[config.mk]
export PLATFORM = sky130hd
export DESIGN_NAME = gcr_sector_payload_encoder
export DESIGN_NICKNAME = d
export VERILOG_FILES = /design/src/rtl/core/gcr_spe_pkg.sv /design/src/rtl/core/gcr_spe_front.sv /design/src/rtl/core/gcr_spe_queue.sv /design/src/rtl/core/gcr_spe_back.sv /design/src/rtl/core/gcr_sector_payload_encoder.sv
export VERILOG_INCLUDE_DIRS = /design/src /design/src/rtl/core
export SDC_FILE = /design/constraint.sdc
export NUM_CORES = 1
export LEC_CHECK = 0
export ABC_AREA = 1
export ABC_CLOCK_PERIOD_IN_PS = 11250
export BUFFER_PORTS_ARGS = -buffer_cell sky130_fd_sc_hd__buf_4
export CORE_AREA = 2 2 181 218
export CTS_BUF_LIST = sky130_fd_sc_hd__clkbuf_8
export CTS_CLUSTER_SIZE = 10
export DETAILED_ROUTE_END_ITERATION = 8
export DIE_AREA = 0 0 183 220
export PLACE_DENSITY = 0.43
export SYNTH_ARGS = -nofsm -noshare
export SYNTH_HDL_FRONTEND = slang
export SYNTH_SLANG_ARGS = --single-unit
[constraint.sdc]
create_clock -name clk -period 11.25 [get_ports clk]
set_input_delay 1.125 -clock clk [delete_from_list [all_inputs] [get_ports clk]]
set_output_delay 1.125 -clock clk [all_outputs]
set_load 0.01 [all_outputs]
[src/rtl/core/gcr_sector_payload_encoder_defines.svh]
// Assertion macros shared by the sector payload encoder modules.
`ifndef GCR_SECTOR_PAYLOAD_ENCODER_DEFINES_SVH
`define GCR_SECTOR_PAYLOAD_ENCODER_DEFINES_SVH

// Checked on every rising edge outside reset.
`define GCR_SPE_ASSERT(lbl, prop, msg) \
	lbl: assert property (@(posedge clk) disable iff (!arst_n) prop) else $error(msg);

// Checked on every rising edge, reset included.
`define GCR_SPE_ASSERT_ALWAYS(lbl, prop, msg) \
	lbl: assert property (@(posedge clk) prop) else $error(msg);

`endif

[src/rtl/core/gcr_spe_pkg.sv]
// Types, constants and the disk code table of the sector payload encoder.
`timescale 1ns / 1ps

package gcr_spe_pkg;

	localparam logic [9:0] LastGroupPos = 10'd523;

	localparam logic [7:0] DiskCode [64] = '{
		8'h96, 8'h97, 8'h9a, 8'h9b, 8'h9d, 8'h9e, 8'h9f, 8'ha6,
		8'ha7, 8'hab, 8'hac, 8'had, 8'hae, 8'haf, 8'hb2, 8'hb3,
		8'hb4, 8'hb5, 8'hb6, 8'hb7, 8'hb9, 8'hba, 8'hbb, 8'hbc,
		8'hbd, 8'hbe, 8'hbf, 8'hcb, 8'hcd, 8'hce, 8'hcf, 8'hd3,
		8'hd6, 8'hd7, 8'hd9, 8'hda, 8'hdb, 8'hdc, 8'hdd, 8'hde,
		8'hdf, 8'he5, 8'he6, 8'he7, 8'he9, 8'hea, 8'heb, 8'hec,
		8'hed, 8'hee, 8'hef, 8'hf2, 8'hf3, 8'hf4, 8'hf5, 8'hf6,
		8'hf7, 8'hf9, 8'hfa, 8'hfb, 8'hfc, 8'hfd, 8'hfe, 8'hff
	};

	// One encoded group; the sums are used only for the sector's last group.
	typedef struct packed {
		logic       last_group;
		logic [7:0] enc_a;
		logic [7:0] enc_b;
		logic [7:0] enc_c;
		logic [7:0] sum_a;
		logic [7:0] sum_b;
		logic [7:0] sum_c;
	} grp_t;

	function automatic logic [5:0] pack_high(input logic [7:0] x, input logic [7:0] y,
			input logic [7:0] z);
		return {x[7:6], y[7:6], z[7:6]};
	endfunction

endpackage

[src/rtl/core/gcr_spe_front.sv]
// Front end: takes payload bytes, keeps the checksums and scrambles complete groups.
`timescale 1ns / 1ps

module gcr_spe_front (
	input  logic               clk,
	input  logic               arst_n,
	input  logic               in_valid,
	output logic               in_ready,
	input  logic [7:0]         data_byte,
	input  logic               start_sector,
	input  logic               q_full,
	output logic               push,
	output gcr_spe_pkg::grp_t  push_grp
);

	localparam logic [1:0] PhFirst  = 2'd0;
	localparam logic [1:0] PhSecond = 2'd1;
	localparam logic [1:0] PhThird  = 2'd2;

	logic [7:0] sum_a_q, sum_b_q, sum_c_q;
	logic [7:0] held_first_q, held_second_q;
	logic [9:0] pos_q;
	logic [1:0] phase_q;

	logic       accept;
	logic [7:0] sa_cur, sb_cur, sc_cur, c_rot;
	logic [9:0] pos_cur;
	logic [1:0] phase_cur;
	logic       is_last;
	logic       completes;
	logic [7:0] op_b, op_c;
	logic [8:0] add_a, add_b, add_c;
	logic [7:0] new_a, new_b, new_c;

	assign in_ready = !q_full;
	assign accept   = in_valid && in_ready;

	always_comb begin
		sa_cur    = start_sector ? 8'd0 : sum_a_q;
		sb_cur    = start_sector ? 8'd0 : sum_b_q;
		sc_cur    = start_sector ? 8'd0 : sum_c_q;
		pos_cur   = start_sector ? 10'd0 : pos_q;
		phase_cur = start_sector ? PhFirst : phase_q;
		is_last   = (pos_cur == gcr_spe_pkg::LastGroupPos);
		completes = is_last || (phase_cur == PhThird);
		c_rot     = {sc_cur[6:0], sc_cur[7]};
		op_b      = is_last ? data_byte : held_second_q;
		op_c      = is_last ? 8'd0 : data_byte;
		add_a     = {1'b0, sa_cur} + {1'b0, held_first_q} + {8'd0, c_rot[0]};
		new_a     = add_a[7:0];
		add_b     = {1'b0, sb_cur} + {1'b0, op_b} + {8'd0, add_a[8]};
		new_b     = add_b[7:0];
		add_c     = {1'b0, c_rot} + {1'b0, op_c} + {8'd0, add_b[8]};
		new_c     = is_last ? c_rot : add_c[7:0];
	end

	assign push = accept && completes;

	always_comb begin
		push_grp.last_group = is_last;
		push_grp.enc_a      = held_first_q ^ c_rot;
		push_grp.enc_b      = op_b ^ new_a;
		push_grp.enc_c      = op_c ^ new_b;
		push_grp.sum_a      = new_a;
		push_grp.sum_b      = new_b;
		push_grp.sum_c      = new_c;
	end

	always_ff @(posedge clk or negedge arst_n) begin
		if (!arst_n) begin
			sum_a_q       <= 8'd0;
			sum_b_q       <= 8'd0;
			sum_c_q       <= 8'd0;
			held_first_q  <= 8'd0;
			held_second_q <= 8'd0;
			pos_q         <= 10'd0;
			phase_q       <= PhFirst;
		end else if (accept) begin
			if (is_last) begin
				sum_a_q       <= 8'd0;
				sum_b_q       <= 8'd0;
				sum_c_q       <= 8'd0;
				held_first_q  <= 8'd0;
				held_second_q <= 8'd0;
				pos_q         <= 10'd0;
				phase_q       <= PhFirst;
			end else begin
				pos_q <= pos_cur + 10'd1;
				case (phase_cur)
					PhFirst: begin
						held_first_q <= data_byte;
						phase_q      <= PhSecond;
						sum_a_q      <= sa_cur;
						sum_b_q      <= sb_cur;
						sum_c_q      <= sc_cur;
					end
					PhSecond: begin
						held_second_q <= data_byte;
						phase_q       <= PhThird;
						sum_a_q       <= sa_cur;
						sum_b_q       <= sb_cur;
						sum_c_q       <= sc_cur;
					end
					default: begin
						phase_q <= PhFirst;
						sum_a_q <= new_a;
						sum_b_q <= new_b;
						sum_c_q <= new_c;
					end
				endcase
			end
		end
	end

endmodule

[src/rtl/core/gcr_spe_queue.sv]
// Short queue of encoded groups between the front end and the nibble emitter.
`timescale 1ns / 1ps

`include "gcr_sector_payload_encoder_defines.svh"

module gcr_spe_queue #(
	parameter int Depth = 2
) (
	input  logic               clk,
	input  logic               arst_n,
	input  logic               push,
	input  gcr_spe_pkg::grp_t  push_grp,
	output logic               full,
	input  logic               pop,
	output logic               head_valid,
	output gcr_spe_pkg::grp_t  head_grp
);

	localparam int PtrW = (Depth > 1) ? $clog2(Depth) : 1;
	localparam int CntW = $clog2(Depth + 1);
	localparam logic [PtrW-1:0] LastIdx = PtrW'(Depth - 1);
	localparam logic [CntW-1:0] FullCnt = CntW'(Depth);

	gcr_spe_pkg::grp_t entry_q [Depth];
	logic [PtrW-1:0] wr_ptr_q, rd_ptr_q;
	logic [CntW-1:0] count_q;
	logic            do_pop;

	assign full       = (count_q == FullCnt);
	assign head_valid = (count_q != '0);
	assign head_grp   = entry_q[rd_ptr_q];
	assign do_pop     = pop && head_valid;

	always_ff @(posedge clk) begin
		if (push) begin
			entry_q[wr_ptr_q] <= push_grp;
		end
	end

	always_ff @(posedge clk or negedge arst_n) begin
		if (!arst_n) begin
			wr_ptr_q <= '0;
			rd_ptr_q <= '0;
			count_q  <= '0;
		end else begin
			if (push) begin
				wr_ptr_q <= (wr_ptr_q == LastIdx) ? '0 : wr_ptr_q + PtrW'(1);
			end
			if (do_pop) begin
				rd_ptr_q <= (rd_ptr_q == LastIdx) ? '0 : rd_ptr_q + PtrW'(1);
			end
			if (push && !do_pop) begin
				count_q <= count_q + CntW'(1);
			end else if (!push && do_pop) begin
				count_q <= count_q - CntW'(1);
			end
		end
	end

	`GCR_SPE_ASSERT(a_no_push_full, push |-> !full, "group pushed into a full queue")
	`GCR_SPE_ASSERT(a_count_range, count_q <= FullCnt, "queue count beyond its depth")
	`GCR_SPE_ASSERT(a_pop_nonempty, pop |-> head_valid, "group taken from an empty queue")

endmodule

[src/rtl/core/gcr_spe_back.sv]
// Back end: turns queued groups into disk nibbles and holds the output register.
`timescale 1ns / 1ps

`include "gcr_sector_payload_encoder_defines.svh"

module gcr_spe_back (
	input  logic               clk,
	input  logic               arst_n,
	input  logic               head_valid,
	input  gcr_spe_pkg::grp_t  head_grp,
	output logic               pop,
	output logic               out_valid,
	input  logic               out_ready,
	output logic [7:0]         nibble,
	output logic               last
);

	localparam logic [2:0] StHigh    = 3'd0;
	localparam logic [2:0] StByteA   = 3'd1;
	localparam logic [2:0] StByteB   = 3'd2;
	localparam logic [2:0] StByteC   = 3'd3;
	localparam logic [2:0] StSumA    = 3'd4;
	localparam logic [2:0] StSumB    = 3'd5;
	localparam logic [2:0] StSumC    = 3'd6;

	logic [2:0] step_q;
	logic       out_valid_q;
	logic [7:0] nibble_q;
	logic       last_q;

	logic       load;
	logic       final_step;
	logic [5:0] six;

	assign load       = head_valid && (!out_valid_q || out_ready);
	assign final_step = head_grp.last_group ? (step_q == StSumC) : (step_q == StByteC);
	assign pop        = load && final_step;

	always_comb begin
		case (step_q)
			StHigh:  six = gcr_spe_pkg::pack_high(head_grp.enc_a, head_grp.enc_b,
					head_grp.enc_c);
			StByteA: six = head_grp.enc_a[5:0];
			StByteB: six = head_grp.enc_b[5:0];
			StByteC: six = head_grp.last_group
					? gcr_spe_pkg::pack_high(head_grp.sum_a, head_grp.sum_b, head_grp.sum_c)
					: head_grp.enc_c[5:0];
			StSumA:  six = head_grp.sum_a[5:0];
			StSumB:  six = head_grp.sum_b[5:0];
			StSumC:  six = head_grp.sum_c[5:0];
			default: six = 6'd0;
		endcase
	end

	always_ff @(posedge clk or negedge arst_n) begin
		if (!arst_n) begin
			step_q      <= StHigh;
			out_valid_q <= 1'b0;
			last_q      <= 1'b0;
		end else begin
			if (load) begin
				out_valid_q <= 1'b1;
				last_q      <= head_grp.last_group && (step_q == StSumC);
				step_q      <= final_step ? StHigh : step_q + 3'd1;
			end else if (out_ready) begin
				out_valid_q <= 1'b0;
				last_q      <= 1'b0;
			end
		end
	end

	always_ff @(posedge clk) begin
		if (load) begin
			nibble_q <= gcr_spe_pkg::DiskCode[six];
		end
	end

	assign out_valid = out_valid_q;
	assign nibble    = nibble_q;
	assign last      = last_q;

	`GCR_SPE_ASSERT_ALWAYS(a_last_has_valid, last_q |-> out_valid_q,
			"last flag raised without a valid nibble")
	`GCR_SPE_ASSERT(a_step_range, step_q <= StSumC, "nibble step out of range")
	`GCR_SPE_ASSERT(a_full_group_steps, (head_valid && !head_grp.last_group) |-> step_q <= StByteC,
			"ordinary group stepped into the checksum nibbles")

endmodule

[src/rtl/core/gcr_sector_payload_encoder.sv]
// Top level of the 6-and-2 GCR sector payload encoder.
// A group is queued when its last byte is accepted; its nibbles then pass to the output
// register. Throughput: one byte per cycle while the group queue has room; nibbles leave
// at one per cycle while the output is ready, so three bytes give four nibbles and the
// last group gives seven. The group queue and the output register set these rates.
// Reset clears the checksums, position, queue and output register; no clearing pass.
`timescale 1ns / 1ps

module gcr_sector_payload_encoder #(
	parameter int QueueDepth = 2
) (
	input  logic       clk,
	input  logic       arst_n,
	input  logic       s_tvalid,
	output logic       s_tready,
	input  logic [7:0] s_tdata,  // [7:0] data_byte
	input  logic [0:0] s_tuser,  // [0] start_sector
	output logic       m_tvalid,
	input  logic       m_tready,
	output logic [7:0] m_tdata,  // [7:0] nibble
	output logic       m_tlast
);

	logic              q_full;
	logic              push;
	gcr_spe_pkg::grp_t push_grp;
	logic              pop;
	logic              head_valid;
	gcr_spe_pkg::grp_t head_grp;

	gcr_spe_front u_front (
		.clk          (clk),
		.arst_n       (arst_n),
		.in_valid     (s_tvalid),
		.in_ready     (s_tready),
		.data_byte    (s_tdata),
		.start_sector (s_tuser[0]),
		.q_full       (q_full),
		.push         (push),
		.push_grp     (push_grp)
	);

	gcr_spe_queue #(
		.Depth (QueueDepth)
	) u_queue (
		.clk        (clk),
		.arst_n     (arst_n),
		.push       (push),
		.push_grp   (push_grp),
		.full       (q_full),
		.pop        (pop),
		.head_valid (head_valid),
		.head_grp   (head_grp)
	);

	gcr_spe_back u_back (
		.clk        (clk),
		.arst_n     (arst_n),
		.head_valid (head_valid),
		.head_grp   (head_grp),
		.pop        (pop),
		.out_valid  (m_tvalid),
		.out_ready  (m_tready),
		.nibble     (m_tdata),
		.last       (m_tlast)
	);

endmodule

Word level (Yosys, flattened, before mapping)
Memory sizes are Yosys's and may differ from the RTL's. A register that Yosys moved wholly into a read port is not among the register bits.
Cells that the tools add are included.
{"block": "totals", "register_bits": 61, "ramBits": 98, "rom_bits": 512, "in_bits": 13, "out_inout_bits": 11, "elab_cells": 99, "mem_count": 2}
{"name": "(no name shown)", "words": 64, "word_bits": 8, "rd": 1, "rd_clocked_by_memory_dff": 1, "wr": 0, "line": "gcr_spe_back.sv:74", "rtl": "nibble_q <= gcr_spe_pkg::DiskCode[six];"}
{"name": "u_queue.entry_q", "words": 2, "word_bits": 49, "rd": 1, "rd_clocked_by_memory_dff": 0, "wr": 1, "line": "gcr_spe_queue.sv:24", "rtl": "gcr_spe_pkg::grp_t entry_q [Depth];"}
{"block": "op_classes", "n_addsub": 12, "n_eq_ne": 10, "mux": 34, "bitwise": 4, "n_reduce_logical": 24}
{"op": "2-to-1 mux 8 bit", "n": 16}
{"op": "case mux 6 bit (7 select lines)", "n": 1}
{"op": "XOR 8 bit", "n": 3}
{"op": "2-to-1 mux 10 bit", "n": 2}
{"op": "adder 8 x 8 -> 9 bit", "n": 2}
{"op": "adder 9 x 1 -> 9 bit", "n": 2}
{"op": "adder 10 x 1 -> 10 bit, second input constant", "n": 1}
{"op": "== test 10 bit, second input constant", "n": 1}
{"op": "nonzero test 2 bit", "n": 5}
{"op": "== test 3 bit, second input constant", "n": 3}
{"op": "adder 8 x 1 -> 8 bit", "n": 1}
{"op": "adder 8 bit", "n": 1}
{"op": "logical AND 1 bit", "n": 8}
{"op": "2-to-1 mux 1 bit", "n": 8}
{"op": "2-to-1 mux 2 bit", "n": 4}
{"op": "inverter 6 -> 7 bit", "n": 1}
{"op": "== test 3 x 2 -> 1 bit, second input constant", "n": 2}
{"op": "2-to-1 mux 6 bit", "n": 1}
{"op": "== test 2 bit, second input constant", "n": 2}
{"op": "zero test 1 bit", "n": 4}
{"op": "case mux 2 bit (2 select lines)", "n": 1}
{"op": "AND reduction 2 bit", "n": 2}
{"op": "adder 3 x 1 -> 3 bit, second input constant", "n": 1}
{"op": "== test 3 x 1 -> 1 bit, second input constant", "n": 1}
{"op": "other kinds (9)", "n": 11}

Depth between registers and ports, before layout
Gate-level depths: netlist of the first run.
{"block": "logic_depth", "word_depth": 9, "depth_mapped": 36, "mapped_depth_nobuf": 35}

Hierarchy
A second synthesis of the first run with hierarchy kept.
{"block": "unflattened", "hier_cells": 1176, "hier_area_um2": 9786.9}
{"module": "gcr_spe_front", "instances": 1, "cells_each": 602, "area_each_um2": 4145.2, "seq_area_each_um2": 1301.2}
{"module": "gcr_spe_queue", "instances": 1, "cells_each": 284, "area_each_um2": 3832.4, "seq_area_each_um2": 3042.9}
{"module": "gcr_spe_back", "instances": 1, "cells_each": 290, "area_each_um2": 1809.2, "seq_area_each_um2": 335.3}

Least setup slack after synthesis of the first run
Ideal clock, no wire load.
{"block": "synth_path", "path_type": "input to register", "from": "input s_tuser", "to": "register u_front.sum_c_q[2]", "setup_ns": 0.130, "arrival_time_ns": 5.745, "required_ns": 11.120, "setup_slack_ns": 5.375, "cell_stages": 33, "path_buffers": 2, "cell_sequence": "clkbuf_1 clkbuf_1 nor2_1 fa_1 inv_1 fa_1 nand3b_1 nand2_1 nand2_1 nand2_1 nand2_1 nand2_1 a21oi_1 o21bai_1 fa_1 fa_1 nand3_1 nand3_1 a21oi_1 o21ai_0 a21oi_1 o21bai_1 fa_1 inv_1 fa_1 inv_1 or2_2 nand3_1 o21ai_0 nand2_1 o21ai_0 nand2_1 o21ai_0"}
{"item": "start, declared", "line": "gcr_sector_payload_encoder.sv:17", "rtl": "input logic [0:0] s_tuser,"}
{"item": "end signal, assigned", "line": "gcr_spe_front.sv:95", "rtl": "sum_c_q <= sc_cur;"}
{"item": "end signal, assigned", "line": "gcr_spe_front.sv:102", "rtl": "sum_c_q <= sc_cur;"}
{"item": "end signal, assigned", "line": "gcr_spe_front.sv:108", "rtl": "sum_c_q <= new_c;"}
{"item": "end, declared", "line": "gcr_spe_front.sv:20", "rtl": "logic [7:0] sum_a_q, sum_b_q, sum_c_q;"}

==> flow_summary.json, run 1 <==
{
  "status": "complete, no violations",
  "finalWeightedCongestion": 0.886,
  "io_pins": 24,
  "end_kind": "register",
  "hold_viol": 0,
  "grt_setup_unrepaired": "no",
  "diodes": 0,
  "crit_arrival_ns": 6.79,
  "cts_hold_buf": 0,
  "htree_levels": 4,
  "ys_ff_latch": 166,
  "max_stage_delay_ns": 0.43,
  "leakagePower_nw": 4.85,
  "worst_setup_path_start_kind": "primary input",
  "ys_warn_count": 0,
  "avgRoutedWirePerCell_um": 16.8,
  "portBuffers": 22,
  "fp.dieH_um": 220,
  "routed_wl_mm": 27.5,
  "post_cts_resized": 0,
  "cts_buffers": 17,
  "cp.required_ns": 11.66,
  "fin_nets": 1190,
  "setup_violations": 0,
  "first_global_vias": 7058,
  "routed-via-count": 7240,
  "drc": 0,
  "r2r_setup_slack_ns": 5.87,
  "max_freq_mhz": 157,
  "synth_area_mm2": 0.00940,
  "die_area_mm2": 0.0403,
  "fin_skew_ns": 0.0157,
  "synthDistinctLibCells": 41,
  "synth.yosys.seq_area_share": 0.498,
  "track_usage": 0.141,
  "relSlewSlack": 0.343,
  "grt_max_degree": 62,
  "hold_class": "register to register",
  "grt_pass1_wl_mm": 42.4,
  "nFillCells": 4145,
  "initial_core_util": 0.245,
  "tightest_slew_ns": 0.985,
  "overflow": 0,
  "cts_sinks": 166,
  "setup_tns_ns": 0,
  "rows": 79,
  "post-cts-setup-buffers": 0,
  "routed_via_density": 4.43,
  "cpMaxStageDelayCell": "fa_1",
  "tritoncts": "yes",
  "cts.path.max_buffers": 2,
  "crit_top_cell": "nand2_1",
  "power_density_mw_per_mm2": 286,
  "peakVddDrop_uv": 84.6,
  "areaGrowthSynthToFinish_pct": 11.7,
  "first_pass_iters": 5,
  "synthCells": 1125,
  "drtAntennaViolNets": 0,
  "hpwl_mm": 19.7,
  "drt_iter0_markers": 462,
  "drive_above_1_share": 0.0748,
  "clk_latency_ns": 0.47,
  "syn_nets": 1177,
  "fin_crit_sh": 0.568,
  "fin_crit_ns": 6.39,
  "whs_ns": 0.492,
  "antenna_found_initial": 0,
  "p_total_mw": 3.01,
  "fp.dieW_um": 183,
  "syn_avg_cell_area_um2": 8.36,
  "critPathKind": "primary input to register",
  "crit_fanout": 31,
  "max-cap-violations": 0,
  "final_max_slew_viol_count": 0,
  "clkTransAtPathRegs_ns": 0.09,
  "cts_root_buf": "clkbuf_8",
  "core-area_mm2": 0.0384
}
-- kinds of logic (layout without fill, tap and decap cells) --
logic type,after synthesis,after routing,synth area share
muxes,5,5,0.00599
AOI/OAI and AO/OA,143,143,0.0818
other,1,1,0.000399
and+or+nand+nor,545,545,0.239
buffers and inverters,188,213,0.0828
DFF,166,166,0.498
xor gates and xnor gates,38,38,0.0354
adders and majority gates,39,39,0.0567
-- layout by cell type (no fill, tap or decap), types with 2 or more instances in the layout --
cell type	n
nand2_1	363
inv_2	4
a31oi_1	2
nor3_1	6
dfrtp_1	61
mux2_2	5
or2_2	3
nor2_4	4
nand3_1	63
o21ai_1	9
nor2_1	77
xnor2_1	8
nand2_2	3
nor2_2	6
fa_1	6
o21ai_0	81
o211ai_1	2
clkinv_1	2
o22ai_1	16
and2_1	2
inv_1	150
xor2_1	30
clkbuf_8	17
edfxtp_1	105
ha_1	33
nand3_2	3
bufinv_16	6
a21oi_1	23
clkinv_4	2
clkinv_2	2
buf_4	28
nand4_1	12
o21bai_1	4
-- flip-flops by register name, indices dropped and copies added, names as in the netlist, 3 cells and up --
| name | count |
|---|---|
| u_front.pos_q | 10 |
| u_front.held_first_q | 8 |
| u_front.sum_a_q | 8 |
| u_queue.entry_q | 98 |
| u_front.sum_b_q | 8 |
| u_front.sum_c_q | 8 |
| u_back.step_q | 3 |
| u_back.nibble | 7 |
| u_front.held_second_q | 8 |
-- metal layers --
layer / GRT usage / up-vias / part of all wire / routed length [um]
li1: - / 3649 / - / -
met1: 0.176 / 3444 / 0.45 / 12400
met2: 0.252 / 126 / 0.50 / 13800
met3: 0.0210 / 21 / 0.028 / 765
met4: 0.0408 / 0 / 0.018 / 502
met5: 0 / - / 0 / 0
-- final timing paths --
path / startpoint / end / cells after the start
max in group asynchronous: arst_n / u_front.sum_b_q[4]$_DFFE_PN0P_ / 1
worst max-delay path: s_tuser / u_front.sum_c_q[4]$_DFFE_PN0P_ / 36
min in group asynchronous: arst_n / u_front.pos_q[7]$_DFFE_PN0P_ / 1
worst min-delay path: u_front.sum_c_q[4]$_DFFE_PN0P_ / u_front.sum_c_q[4]$_DFFE_PN0P_ / 2
worst max register to register: u_front.sum_c_q[7]$_DFFE_PN0P_ / u_front.sum_c_q[4]$_DFFE_PN0P_ / 34
worst min register to register: u_front.sum_c_q[4]$_DFFE_PN0P_ / u_front.sum_c_q[4]$_DFFE_PN0P_ / 2
-- cell usage after synthesis --
| master | count | area, um^2 |
|---|---|---|
| o21bai_1 | 4 | 30.0 |
| ha_1 | 33 | 413 |
| dfrtp_1 | 61 | 1530 |
| a31oi_1 | 2 | 12.5 |
| conb_1 | 1 | 3.75 |
| o21ai_1 | 9 | 45.0 |
| nand3_2 | 3 | 30.0 |
| o22ai_1 | 16 | 100 |
| nor3_1 | 6 | 30.0 |
| inv_2 | 4 | 15.0 |
| inv_1 | 150 | 563 |
| nand3_1 | 63 | 315 |
| xnor2_1 | 8 | 70.1 |
| nor2_2 | 6 | 37.5 |
| a21boi_0 | 1 | 7.51 |
| a21oi_1 | 23 | 115 |
| fa_1 | 6 | 120 |
| nor2_4 | 2 | 22.5 |
| and2_1 | 2 | 12.5 |
| or2_2 | 3 | 18.8 |
| nor2_1 | 79 | 297 |
| edfxtp_1 | 105 | 3150 |
| nand3b_1 | 1 | 7.51 |
| o21a_1 | 1 | 7.51 |
| buf_6 | 5 | 56.3 |
| a21boi_1 | 1 | 7.51 |
| o32ai_1 | 1 | 8.76 |
| clkbuf_1 | 13 | 48.8 |
| a211oi_1 | 1 | 7.51 |
| nor4_1 | 1 | 6.26 |
| a21o_1 | 1 | 7.51 |
| nand2_1 | 363 | 1360 |
| o211ai_1 | 2 | 15.0 |
| mux2_2 | 5 | 56.3 |
| o21ai_0 | 81 | 405 |
| nand3_4 | 1 | 17.5 |
| buf_4 | 6 | 45.0 |
| xor2_1 | 30 | 263 |
| nand2_2 | 3 | 18.8 |
| buf_2 | 10 | 50.1 |
| nand4_1 | 12 | 75.1 |
-- cell type report --
cell class	count	area, um^2	area share
clock buffers	17	234	0.0223
clock inverters	14	231	0.0220
inverters	154	578	0.0550
multi-input cells	771	3960	0.377
flip-flops and latches	166	4680	0.446
well taps	486	608	0.0579
repair buffers	28	210	0.0200
-- critical path, delay by kind of cell --
kind            cells  cell delay (ns)
fa+ha+maj           6             2.01
compound gates     10             1.34
simple gates       14             1.26
buf+inv             6             1.04
-- power by group --
group | internal (mW) | switching, mW | total (mW)
Clock | 0.284 | 0.232 | 0.516
Sequential | 0.877 | 0.0583 | 0.935
Combinational | 0.468 | 1.09 | 1.55
-- metrics by stage --
stage | utilization | instances | cell area (um^2) | worst slack (ns)
2_1_floorplan | - | 1125 | 9400 | 5.37
5_1_grt | 0.274 | 1636 | 10500 | 4.37
6_report | 0.274 | 1636 | 10500 | 4.86
4_1_cts | 0.274 | 1636 | 10500 | 5.00
3_5_place_dp | 0.262 | 1605 | 10000 | 4.52
3_3_place_gp | 0.262 | 1605 | 10000 | 4.61
Note: power is estimated with default switching activity, not from simulation.
==> run 2, diff against run 1 <==
--- a/config.mk
+++ b/config.mk
@@ -6,14 +6,14 @@
 export SDC_FILE = /design/constraint.sdc
 export NUM_CORES = 1
 export LEC_CHECK = 0
-export ABC_AREA = 1
-export ABC_CLOCK_PERIOD_IN_PS = 11250
+export ABC_AREA = 0
+export ABC_CLOCK_PERIOD_IN_PS = 6300
 export BUFFER_PORTS_ARGS = -buffer_cell sky130_fd_sc_hd__buf_4
-export CORE_AREA = 2 2 181 218
+export CORE_AREA = 2 2 174 210
 export CTS_BUF_LIST = sky130_fd_sc_hd__clkbuf_8
 export CTS_CLUSTER_SIZE = 10
 export DETAILED_ROUTE_END_ITERATION = 8
-export DIE_AREA = 0 0 183 220
+export DIE_AREA = 0 0 176 212
 export PLACE_DENSITY = 0.43
 export SYNTH_ARGS = -nofsm -noshare
 export SYNTH_HDL_FRONTEND = slang
==> constraint.sdc (replaced) <==
create_clock -name clk -period 6.3 [get_ports clk]
set_input_delay 0.63 -clock clk [delete_from_list [all_inputs] [get_ports clk]]
set_output_delay 0.63 -clock clk [all_outputs]
set_load 0.01 [all_outputs]
==> run 2 against run 1 <==
  * Final cell count down 24%
  * Critical path depth is 5 lower
  * Synthesized cell count down 35%
  * Die area decreased by 7.3%
  * Via count is 22% lower
  * Register-to-register slack got worse by 5.5 ns
  * Global-route usage fell by 1.2 points
  * Design area is 5.9% lower
  * Combinational power is 47% higher
==> flow_summary.json, run 2 <==
{
  "final_core_util": 0.279,
  "leakagePower_nw": 3.96,
  "place_inst": 1206,
  "antenna_found_initial": 0,
  "fin_nets": 809,
  "place_area_mm2": 0.00943,
  "grt_pass1_wl_mm": 35.8,
  "cts_sinks": 166,
  "fp.dieH_um": 212,
  "cp.required_ns": 6.51,
  "worst_setup_path_start_kind": "register",
  "cts_buffers": 17,
  "max-cap-violations": 0,
  "routed.top_layer": "met4",
  "crit_arrival_ns": 6.10,
  "cts.path.max_buffers": 2,
  "end_kind": "register",
  "top_regs": "u_queue.entry_q: 98 flops, u_front.pos_q: 10 flops",
  "fin_crit_sh": 0.935,
  "wl_met3_um": 560,
  "io_pins": 24,
  "fin_crit_ns": 5.89,
  "overflow": 0,
  "clkTransAtPathRegs_ns": 0.10,
  "initial_core_util": 0.245,
  "ys.flop_type": "edfxtp_1",
  "async_flop_share": 0.367,
  "power_density_mw_per_mm2": 488,
  "tritoncts": "yes",
  "post-synth-top-area-fraction": 0.363,
  "met1_length_mm": 10.6,
  "routed_wl_mm": 23.3,
  "max_freq_mhz": 170,
  "portBuffers": 22,
  "diodes": 0,
  "first_pass_iters": 5,
  "routed_via_density": 4.56,
  "crit_fanout": 2,
  "status": "complete, no violations",
  "syn_nets": 781,
  "critPathKind": "register to register",
  "fp.dieW_um": 176,
  "rows": 76,
  "regMostFlops": "u_queue.entry_q",
  "areaGrowthSynthToFinish_pct": 13.7,
  "grt_max_degree": 62,
  "setup_tns_ns": 0,
  "dr_wl_met2_mm": 11.6,
  "cts_hold_buf": 0,
  "fin_skew_ns": 0.0176,
  "clk_latency_ns": 0.47,
  "synth_area_mm2": 0.00869,
  "layout_setup_ws_ns": 0.408,
  "core-area_mm2": 0.0355,
  "ys_warn_count": 0,
  "final_max_slew_viol_count": 0,
  "syn_avg_cell_area_um2": 11.9,
  "cts_root_buf": "clkbuf_8",
  "hpwl_mm": 16.8,
  "place_ws_ns": -0.0204,
  "crit_top_cell": "fa_1",
  "drc": 0,
  "die_area_mm2": 0.0373,
  "post-cts-setup-buffers": 0,
  "hold_viol": 0,
  "yosys.area.top_type": "edfxtp_1",
  "avgRoutedWirePerCell_um": 18.8,
  "ys_ff_latch": 166,
  "fin_cells": 1238,
  "first_global_vias": 5780,
  "synthCells": 729,
  "routed-via-count": 5643,
  "peakVddDrop_uv": 198,
  "synthDistinctLibCells": 65,
  "synth.yosys.seq_area_share": 0.539,
  "synth_edf_count": 105,
  "largest_reg_flops": 98,
  "drtAntennaViolNets": 0,
  "synth_common_cells": "105 x edfxtp_1, 70 x nand2_1, 61 x dfrtp_1",
  "drt_iter0_markers": 329,
  "track_usage": 0.129,
  "max_stage_delay_ns": 0.41,
  "drive_above_1_share": 0.136,
  "cpMaxStageDelayCell": "dfrtp_1",
  "relSlewSlack": 0.264,
  "synth.most_common_cell": "edfxtp_1",
  "final_common_cell": "edfxtp_1",
  "whs_ns": 0.261,
  "hold_class": "primary input to asynchronous set/reset pin",
  "htree_levels": 4,
  "final_cell_mix": "105 x edfxtp_1, 70 x nand2_1, 60 x dfrtp_1, 49 x buf_4, 45 x mux2i_1",
  "setup_violations": 0,
  "p_total_mw": 4.82,
  "synth_area_leaders": "edfxtp_1 36%, dfrtp_1 18%, mux2i_1 5.2%",
  "grt_setup_unrepaired": "no",
  "tightest_slew_ns": 1.10,
  "finalInstanceArea_mm2": 0.00988,
  "finalWeightedCongestion": 0.797
}
run 2: cell types whose count changed in the layout (fill, tap and decap cells not counted), sizes merged, moves of 45 or more:
cell   before  now
nand2     366   72
inv       155   34
o21ai      90   29
nand3      67    7
nor2       87   29
mux2i       0   45
run 2: path summary, 6_finish.rpt:
path	slack [ns]	start	end	cells after the start
setup / recovery	0.41	u_front.sum_c_q[7]$_DFFE_PN0P_	u_queue.entry_q[0][6]$_DFFE_PP_	31
hold / removal	0.26	arst_n	u_front.sum_a_q[3]$_DFFE_PN0P_	1
setup reg to reg	0.41	u_front.sum_c_q[7]$_DFFE_PN0P_	u_queue.entry_q[0][6]$_DFFE_PP_	31
hold reg to reg	0.48	u_front.pos_q[9]$_DFFE_PN0P_	u_front.pos_q[9]$_DFFE_PN0P_	1
max in group asynchronous	5.38	arst_n	u_queue.rd_ptr_q$_DFFE_PN0P_	1
min in group clk	0.44	m_tready	u_back.out_valid$_DFFE_PN0P_	4
run 2: cell families (layout without fill, tap and decap cells):
group                    after synthesis  in the layout  share of synthesized area
AO/OA/AOI/OAI                        166            166                      0.138
XOR/XNOR                              48             48                     0.0484
adder cells (fa/ha/maj)               39             39                     0.0614
buffers and inverters                 70            111                     0.0396
flip-flops                           166            166                      0.539
multiplexers                          52             52                     0.0648
other                                  1              1                   0.000432
AND/OR/NAND/NOR                      187            187                      0.109
run 2: cell type report:
| class | count | area (um^2) |
|---|---|---|
| Fill cell | 3647 | 25600 |
| Multi-Input combinational cell | 493 | 3700 |
| Sequential cell | 166 | 4680 |
| Inverter | 30 | 113 |
| Clock inverter | 13 | 169 |
| Timing Repair Buffer | 49 | 368 |
| Clock buffer | 19 | 262 |
| Tap cell | 468 | 586 |
run 2: timing repair:
item	4_1_cts	5_1_grt
setup endpoints to repair	0	6
endpoints found under the hold margin	0	0
resized for setup	0	8
run 2: worst max-delay path, delay by kind of cell (launching register included):
family,cells,cell delay [ns]
compound gates,14,2.05
fa+ha+maj,6,1.95
simple gates,5,0.46
flops,1,0.41
buf+inv,4,0.34
mux,1,0.30
xor+xnor,1,0.11
run 2: where the power goes:
group / internal, mW / switching, mW
Clock: 0.419 / 0.429
Sequential: 1.53 / 0.162
Combinational: 0.903 / 1.38
run 2: metal layers:
metal,global-route usage,up-vias
met5,0,-
li1,-,2732
met2,0.220,98
met3,0.0207,26
met1,0.168,2787
met4,0.0422,0
==> run 3, diff against run 2 <==
--- a/config.mk
+++ b/config.mk
@@ -7,11 +7,11 @@
 export NUM_CORES = 1
 export LEC_CHECK = 0
 export ABC_AREA = 0
-export ABC_CLOCK_PERIOD_IN_PS = 6300
+export ABC_CLOCK_PERIOD_IN_PS = 5500
 export BUFFER_PORTS_ARGS = -buffer_cell sky130_fd_sc_hd__buf_4
 export CORE_AREA = 2 2 174 210
 export CTS_BUF_LIST = sky130_fd_sc_hd__clkbuf_8
-export CTS_CLUSTER_SIZE = 10
+export CTS_CLUSTER_SIZE = 24
 export DETAILED_ROUTE_END_ITERATION = 8
 export DIE_AREA = 0 0 176 212
 export PLACE_DENSITY = 0.43
==> constraint.sdc (replaced) <==
create_clock -name clk -period 5.5 [get_ports clk]
set_input_delay 0.55 -clock clk [delete_from_list [all_inputs] [get_ports clk]]
set_output_delay 0.55 -clock clk [all_outputs]
set_load 0.01 [all_outputs]
==> run 3 against run 2 <==
  * Via count grew 1.9%
  * Clock power shrank 0.5%
  * Die area is the same
  * Wire length shrank 0.20%
  * Register-to-register slack lost 0.42 ns
  * Setup slack lost 0.42 ns
  * Sequential share of layout area shrank 0.95 points
  * Count of clock-buffer cells in the layout shrank 2
  * Global-route usage grew 0.054 points
  * Sequential power grew 15%
  * Critical path type unchanged
  * First-iteration DRC count grew 28%
  * The run now ends with setup timing left
==> flow_summary.json, run 3 (synthesized netlist as in run 2, its figures left out) <==
{
  "grt_pass1_wl_mm": 36.1,
  "tightest_slew_ns": 1.12,
  "routed_wl_mm": 23.2,
  "first_global_vias": 6004,
  "fp.dieH_um": 212,
  "cts_buffers": 17,
  "leakagePower_nw": 4.04,
  "clock_power_share": 0.153,
  "grt_max_degree": 62,
  "peakVddDrop_uv": 214,
  "fin_skew_ns": 0.0218,
  "initial_core_util": 0.245,
  "violations": "setup timing",
  "worst_setup_path_start_kind": "register",
  "clk_latency_ns": 0.47,
  "cts_sinks": 166,
  "final_core_util": 0.284,
  "fin_crit_sh": 1.00,
  "top_regs": "u_queue.entry_q: 98 flops, u_front.pos_q: 10 flops",
  "setup_violations": 2,
  "fp.dieW_um": 176,
  "critPathKind": "register to register",
  "p_int_mw": 3.19,
  "die_area_mm2": 0.0373,
  "pwr-share-seq": 0.352,
  "track_usage": 0.130,
  "power_density_mw_per_mm2": 547,
  "largest_reg_flops": 98,
  "drt_iter0_markers": 422,
  "max_freq_mhz": 182,
  "max-cap-violations": 0,
  "io_pins": 24,
  "cp.required_ns": 5.76,
  "finalWeightedCongestion": 0.798,
  "antenna_found_initial": 0,
  "cts_hold_buf": 0,
  "core-area_mm2": 0.0355,
  "crit_fanout": 3,
  "htree_levels": 4,
  "hpwl_mm": 16.8,
  "regMostFlops": "u_queue.entry_q",
  "final_cell_mix": "105 x edfxtp_1, 70 x nand2_1, 67 x buf_4, 60 x dfrtp_1, 45 x mux2i_1",
  "hold_class": "primary input to asynchronous set/reset pin",
  "diodes": 0,
  "cts.path.max_buffers": 2,
  "crit_arrival_ns": 5.77,
  "crit_top_cell": "fa_2",
  "avgRoutedWirePerCell_um": 18.5,
  "routed-via-count": 5749,
  "netSwitchingPower_mw": 2.32,
  "relSlewSlack": 0.248,
  "drtAntennaViolNets": 0,
  "end_kind": "register",
  "routed_via_density": 4.58,
  "fin_nets": 827,
  "cts_root_buf": "clkbuf_8",
  "max_stage_delay_ns": 0.42,
  "portBuffers": 22,
  "rows": 76,
  "overflow": 0,
  "tritoncts": "yes",
  "swShare": 0.421,
  "fin_crit_ns": 5.51,
  "layout_setup_ws_ns": -0.00869,
  "status": "finished with violations",
  "final_common_cell": "edfxtp_1",
  "place_ws_ns": -0.311,
  "first_pass_iters": 5,
  "hold_viol": 0,
  "drc": 0,
  "final_max_slew_viol_count": 0,
  "whs_ns": 0.169,
  "nFillCells": 3669,
  "drive_above_1_share": 0.185,
  "grt_setup_unrepaired": "yes",
  "clkTransAtPathRegs_ns": 0.10,
  "pwr-share-comb": 0.495,
  "cpMaxStageDelayCell": "dfrtp_1",
  "areaGrowthSynthToFinish_pct": 16.0
}
[run 3: changes by cell type in the layout (fill, tap and decap cells not counted), moves of 4 or more]
cell / delta
fa_2: +4
inv_6: +5
buf_4: +18
fa_1: -4
[run 3: through the flow]
step	instance area [um^2]	setup TNS, ns	std cells	power (mW)
3_5_place_dp	9540	-1.02	1216	4.66
4_1_cts	9980	-0.00707	1252	5.54
6_report	10100	-0.0172	1256	5.51
3_3_place_gp	9540	-0.573	1216	4.66
5_1_grt	10100	-1.02	1256	5.92
2_1_floorplan	8770	-0.354	729	3.88
[run 3: critical path: cells and delay by family, from the launching register on]
family / cells / cell delay [ns]
adder cells (fa/ha/maj): 5 / 1.61
buffers and inverters: 2 / 0.20
AND/OR/NAND/NOR: 6 / 0.55
multiplexers: 1 / 0.14
flip-flops: 1 / 0.42
AO/OA/AOI/OAI: 15 / 2.38
[run 3: layout make-up]
type | instances | area, um^2 | area share
inverter | 30 | 113 | 0.0112
clock buffer | 17 | 234 | 0.0232
sequential | 166 | 4680 | 0.464
timing repair buffer | 67 | 503 | 0.0499
tap | 468 | 586 | 0.0581
multi-input combinational | 493 | 3830 | 0.380
clock inverter | 15 | 134 | 0.0133
[run 3: timing repair]
| action | in CTS | in global routing |
|---|---|---|
| cloned | 0 | 0 |
| resized for setup | 8 | 15 |
| endpoints found under the setup margin | 2 | 8 |
| pin swaps | 2 | 13 |
| setup buffers | 4 | 5 |
[run 3: path summary, 6_finish.rpt]
check                                          startpoint                         endpoint  slack, ns  cells past startpoint
max                        u_front.sum_c_q[7]$_DFFE_PN0P_  u_queue.entry_q[0][7]$_DFFE_PP_     -0.009                     29
min                                                arst_n     u_front.pos_q[3]$_DFFE_PN0P_       0.17                      1
max in group asynchronous                          arst_n   u_front.sum_a_q[5]$_DFFE_PN0P_       4.73                      1
min in group clk                                 m_tready     u_back.out_valid$_DFFE_PN0P_       0.35                      4
max reg2reg                u_front.sum_c_q[7]$_DFFE_PN0P_  u_queue.entry_q[0][7]$_DFFE_PP_     -0.009                     29
min reg2reg                  u_front.pos_q[9]$_DFFE_PN0P_     u_front.pos_q[9]$_DFFE_PN0P_       0.48                      1
[run 3: power groups by stage]
stage	combinational, mW	clock, mW	sequential (mW)
3_3_place_gp	2.69	0	1.97
3_5_place_dp	2.70	0	1.97
2_1_floorplan	1.99	0	1.89
4_1_cts	2.72	0.876	1.94
6_report	2.73	0.844	1.94
5_1_grt	3.03	0.921	1.97
[run 3: per-layer routing]
layer | part of all wire | vias to the layer above | GRT usage | routed length [um]
li1 | - | 2767 | - | -
met1 | 0.45 | 2854 | 0.166 | 10400
met2 | 0.51 | 98 | 0.223 | 11700
met3 | 0.023 | 30 | 0.0193 | 545
met4 | 0.021 | 0 | 0.0445 | 494
met5 | 0 | - | 0 | 0
